$ cat src/sv/triangle_voxel_overlap_test_top_macros.svh
// ----------------------------------------------------------------------------
// Assertion macros for the triangle / voxel overlap test
// Shared property shapes, clocked on i_clk and held off during reset.
// ----------------------------------------------------------------------------
`ifndef TRIANGLE_VOXEL_OVERLAP_TEST_TOP_MACROS_SVH
`define TRIANGLE_VOXEL_OVERLAP_TEST_TOP_MACROS_SVH

// same-cycle implication
`define TVO_ASSERT_HOLD(lbl, ante, cons, msg) \
    lbl: assert property (@(posedge i_clk) disable iff (!i_rst_n) (ante) |-> (cons)) \
        else $error(msg);

// next-cycle implication
`define TVO_ASSERT_NEXT(lbl, ante, cons, msg) \
    lbl: assert property (@(posedge i_clk) disable iff (!i_rst_n) (ante) |=> (cons)) \
        else $error(msg);

`endif

$ cat src/sv/tvo_pkg.sv
// ----------------------------------------------------------------------------
// tvo_pkg
// Shared constants, codes and types of the triangle / voxel overlap test.
// ----------------------------------------------------------------------------
package tvo_pkg;

    localparam int COORD_BITS_DEF = 32;
    localparam int GRID_MAX       = 128;
    localparam int CS_W           = 31;
    localparam int IDX_W          = 7;
    localparam int MAT_W          = 8;
    localparam int CELL_MIN       = 7;
    localparam int AXIS_SQ_MIN    = 171;
    localparam int LIMB_W         = 32;
    localparam int CFG_IDX_W      = 3;
    localparam int CELL_SIZE_RST  = 65536;
    localparam int MATERIAL_RST   = 1;

    // configuration register indexes
    localparam logic [CFG_IDX_W-1:0] REG_ORIGIN_X  = 3'd0;
    localparam logic [CFG_IDX_W-1:0] REG_ORIGIN_Y  = 3'd1;
    localparam logic [CFG_IDX_W-1:0] REG_ORIGIN_Z  = 3'd2;
    localparam logic [CFG_IDX_W-1:0] REG_CELL_SIZE = 3'd3;
    localparam logic [CFG_IDX_W-1:0] REG_MATERIAL  = 3'd4;

    // separating axis class
    typedef enum logic [1:0] {
        SEP_NONE   = 2'd0,
        SEP_BOX    = 2'd1,
        SEP_NORMAL = 2'd2,
        SEP_CROSS  = 2'd3
    } t_sep;

    typedef struct packed {
        logic             overlap;
        logic [MAT_W-1:0] value;
        t_sep             sep;
    } t_res;

endpackage

$ cat src/sv/tvo_mul.sv
// ----------------------------------------------------------------------------
// tvo_mul
// Pipelined signed multiplier built from 32x32 limb products.
// ----------------------------------------------------------------------------
module tvo_mul #(
    parameter int WA = 32,
    parameter int WB = 32
) (
    input  logic                    i_clk,
    input  logic                    i_en,
    input  logic signed [WA-1:0]    i_a,
    input  logic signed [WB-1:0]    i_b,
    output logic signed [WA+WB-1:0] o_p
);
    import tvo_pkg::*;

    localparam int LA = (WA + LIMB_W - 1) / LIMB_W;
    localparam int LB = (WB + LIMB_W - 1) / LIMB_W;
    localparam int WP = WA + WB;
    localparam int WS = (LA + LB) * LIMB_W;

    logic [WA-1:0]          w_ma;
    logic [WB-1:0]          w_mb;
    logic [LA*LIMB_W-1:0]   r_ma;
    logic [LB*LIMB_W-1:0]   r_mb;
    logic                   r_sg1, r_sg2, r_sg3;
    logic [2*LIMB_W-1:0]    r_pp [LA][LB];
    logic [WS-1:0]          n_sum;
    logic [WP-1:0]          r_sum;

    // magnitudes of both operands
    assign w_ma = i_a[WA-1] ? -i_a : i_a;
    assign w_mb = i_b[WB-1] ? -i_b : i_b;

    // add the shifted limb products
    always_comb begin
        n_sum = '0;
        for (int i = 0; i < LA; i++) begin
            for (int j = 0; j < LB; j++) begin
                n_sum = n_sum + (WS'(r_pp[i][j]) << (LIMB_W * (i + j)));
            end
        end
    end

    // magnitude, limb products, sum, sign
    always_ff @(posedge i_clk) begin
        if (i_en) begin
            r_ma  <= (LA*LIMB_W)'(w_ma);
            r_mb  <= (LB*LIMB_W)'(w_mb);
            r_sg1 <= i_a[WA-1] ^ i_b[WB-1];
            for (int i = 0; i < LA; i++) begin
                for (int j = 0; j < LB; j++) begin
                    r_pp[i][j] <= (2*LIMB_W)'(r_ma[i*LIMB_W +: LIMB_W])
                                * (2*LIMB_W)'(r_mb[j*LIMB_W +: LIMB_W]);
                end
            end
            r_sg2 <= r_sg1;
            r_sum <= n_sum[WP-1:0];
            r_sg3 <= r_sg2;
            o_p   <= r_sg3 ? -signed'(r_sum) : signed'(r_sum);
        end
    end

endmodule

$ cat config.mk
export PLATFORM = sky130hd
export DESIGN_NAME = tvo_mul
export DESIGN_NICKNAME = d
export VERILOG_FILES = /design/src/sv/triangle_voxel_overlap_test_top_macros.svh /design/src/sv/tvo_pkg.sv /design/src/sv/tvo_mul.sv
export SDC_FILE = /design/constraint.sdc
export NUM_CORES = 2
export LEC_CHECK = 0
export BUFFER_PORTS_ARGS = -buffer_cell sky130_fd_sc_hd__buf_4
export CORE_UTILIZATION = 40
export DETAILED_ROUTE_END_ITERATION = 10
export HOLD_SLACK_MARGIN = 0.1
export SETUP_SLACK_MARGIN = 0.4
export SLEW_MARGIN = 10
export SYNTH_ARGS = -nofsm -noshare
export SYNTH_HDL_FRONTEND = slang
export SYNTH_SLANG_ARGS = --single-unit
$ cat constraint.sdc
create_clock -name i_clk -period 15.46 [get_ports i_clk]
set_input_delay 4.638 -clock i_clk [delete_from_list [all_inputs] [get_ports i_clk]]
set_output_delay 4.638 -clock i_clk [all_outputs]
set_load 0.005 [all_outputs]
==> impl_results.md <==
- Number of enable flip-flop cells after synthesis: around 260
- Clk root buf: clkbuf_16
- Cell accounting for the most synthesized area: fa_1
- Hold buffers post-CTS: 0
- Sequential cell area: 7780 µm²
- Layout cell share with drive strength beyond 1: 5.95%
- Fill cell count: 10289
- WS Path Type: flop to flop
- CP max stage cell: edfxtp_1
- Initial Utilization: 40.5%
- Routability cong.: 0.839
- Setup-failing EPs final: 0
- Global-route wire length before repair: 179000 µm
- # nets final: 5539
- Worst EP required: around 16 ns
- Worst-Margin Slew: 1.11 ns
- Vias in the first global route: approximately 31000
- Top_reg_cell synth: edfxtp_1
- Floorplan core area: 108000 µm²
- Synthesized net count: 5537
- Status: finished, final reports clean
- Synth unique cells: 59
- Multi-input logic area: 31700 µm²
- Avg Cell Area, Syn: 10.1 µm²
- Crit start category: flop
- PortBufs: 129
- Final std cells w/o fill: 5742
- First-pass detailed-route iteration total: 5
- Number of antenna violations at the first check in global routing: 4
- DRC viols: 0
- Max-cap violations: 0
- Asr flop ratio synth: 0%
- Clk_lat worst skew: 0.58 ns
- Post-DR wirelength/cell: roughly 20 µm
- Slew margin rel.: 26.1%
- Max-slew violations: 0
- Fin Setup TNS: 0 ns
- CTS Buf Count: 35
- CP dominant cell by count: fa_1
- Dpl cells: approximately 5700
- Period utilization: 55.9%
- Critical-path cell list: and2_1 -> fa_1 -> fa_1 -> fa_1 -> inv_1 -> fa_1 -> inv_1 -> fa_1 -> inv_1 -> fa_1 -> inv_1 -> fa_1 -> fa_1 -> ha_1 -> and3_1 -> nand3_1 -> a21oi_1 -> nor4_1 -> nor4_1 -> a21oi_1 -> o21a_1 -> o31a_1 -> o211a_1 -> a311oi_1
- Top post-synthesis cells by area: fa_1 (41%), edfxtp_1 (18%), and2_1 (9.1%)
- Final global-route overflow total: 0
- Area share of the largest cell type after synthesis: roughly 41%
- Min Tclk post-route: 8.65 ns
- Crit. End Element: flop
- Max Freq: 0.116 GHz
- WP data arrival: about 9 ns
- Initial DRC Count: 2056
- Synthesized area: around 44000 µm²
- Top Ports: 130
- CTS tree: built
- Ys Warns: 0
- RSZ-0062 raised after global routing: false
- Sequential share of the synthesized area: 17.9%
- DRT antenna net count: 0
- Cells after Synth: 4309
- Row count: between 100 and 150
- Setup bufs post-CTS: 0
- Max Root-Sink Buffers: 3
- Die X: 332 µm
- Die area: 110000 µm²
- Worst-path fanout max: 32
- Total track usage: a little over a fifth
- Worst-path clk slew: approximately 0.050 ns
- Worst Hold Class: flop to flop
- Clk_skew: 0.0337 ns
- Area grow syn2layout: 8.09%
- Vias per cell: roughly 5.0
- Htree depth: 2
- Pin count of the biggest net entering global routing: 81
- Vias: 28892
- TritonCTS Sinks: 259
- Post-CTS sizing: 0
- Final WL: 113000 µm
- Post-detail-place hpwl: 84700 µm
- Final Hold Viols: 0
- Synth Register Bits: 259
- Die height: 332 µm
- Worst path max stage delay: 1.08 ns
kinds of logic (layout without fill, tap and decap cells):
| kind of cell | after synthesis | after routing | synth area share [%] |
|---|---|---|---|
| and+or+nand+nor | 1323 | 1323 | 16.0 |
| AOI/OAI and AO/OA | 293 | 293 | 4.28 |
| DFF | 259 | 259 | 17.9 |
| adders and majority gates | 1162 | 1162 | 48.8 |
| xor gates and xnor gates | 181 | 181 | 3.64 |
| buffers and inverters | 1091 | 1119 | 9.42 |
| other | 0 | 2 | 0 |
state kept, by name, indices dropped and copies added (netlist names):
| name | cells |
|---|---|
| r_sg1 | 1 |
| r_sg2 | 1 |
| r_sg3 | 1 |
| r_pp | 64 |
| r_ma | 32 |
| r_mb | 32 |
| o_p | 64 |
| r_sum | 64 |
cells in the final DEF, fill, tap and decap left out, types with 67 or more instances in the layout:
cell      synthesis  layout
o21ai_0          67      67
ha_1            266     266
nand2_1         493     493
xnor2_1         156     156
edfxtp_1        259     259
fa_1            896     896
a21oi_1          72      72
and2_1          633     633
buf_4             0     190
inv_1           865     865
cell type report:
type	instances	share of cell area, %
Antenna cell	2	0.0106
Clock buffer	40	1.90
Clock inverter	23	0.603
Inverter	865	6.89
Multi-Input combinational cell	2959	67.3
Sequential cell	259	16.5
Tap cell	1403	3.73
Timing Repair Buffer	191	3.06
synth_stat cells, types with 6 or more instances:
cell type,count
nand2_1,493
fa_1,896
inv_1,865
ha_1,266
nand2b_1,9
o41ai_1,15
clkbuf_1,225
or3_1,15
nand4_1,21
o21ai_0,67
xnor2_1,156
edfxtp_1,259
and2_1,633
or4_1,20
nand3_1,12
xor2_1,25
o21bai_1,7
o21a_1,9
nor3_1,16
a21o_1,42
and3_1,11
o31ai_1,39
a21oi_1,72
o21ai_1,11
nor4_1,6
nor2_1,55
metal layers:
layer | GRT usage [%] | share of wire, % | vias up
met1 | 30.5 | 47 | 14756
li1 | - | - | 13030
met4 | 4.70 | 2.2 | 4
met2 | 32.2 | 44 | 953
met5 | 0 | 0.030 | -
met3 | 4.55 | 7.6 | 149
critical path: cells and delay by family, from the launching register on:
family / cells / cell delay [ns]
compound gates: 6 / 1.61
simple gates: 5 / 1.26
buf+inv: 4 / 0.24
flops: 1 / 1.08
fa+ha+maj: 9 / 4.27
final timing paths:
path | end | start | slack (ns) | cells past startpoint
setup / recovery | r_pp[0][63]$_DFFE_PP_ | r_mb[5]$_DFFE_PP_ | 6.81 | 24
hold / removal | r_sg2$_DFFE_PP_ | r_sg1$_DFFE_PP_ | 0.39 | 0
setup reg to reg | r_pp[0][63]$_DFFE_PP_ | r_mb[5]$_DFFE_PP_ | 6.81 | 24
hold reg to reg | r_sg2$_DFFE_PP_ | r_sg1$_DFFE_PP_ | 0.39 | 0
through the flow:
step                cell area [µm²]  hold slack [ns]  utilization (%)  setup WS (ns)
finish                        47100            0.393             43.8           6.81
global route                  47100            0.392             43.8           6.38
CTS                           47100            0.392             43.8           6.75
detailed placement            45900            0.405             42.7           6.76
global placement              45900            0.404             42.7           6.79
floorplan                     43600            0.400                -           7.86
Power is not shown: default switching activity piles up to over one toggle a cycle in this logic, so the estimate is an artifact.
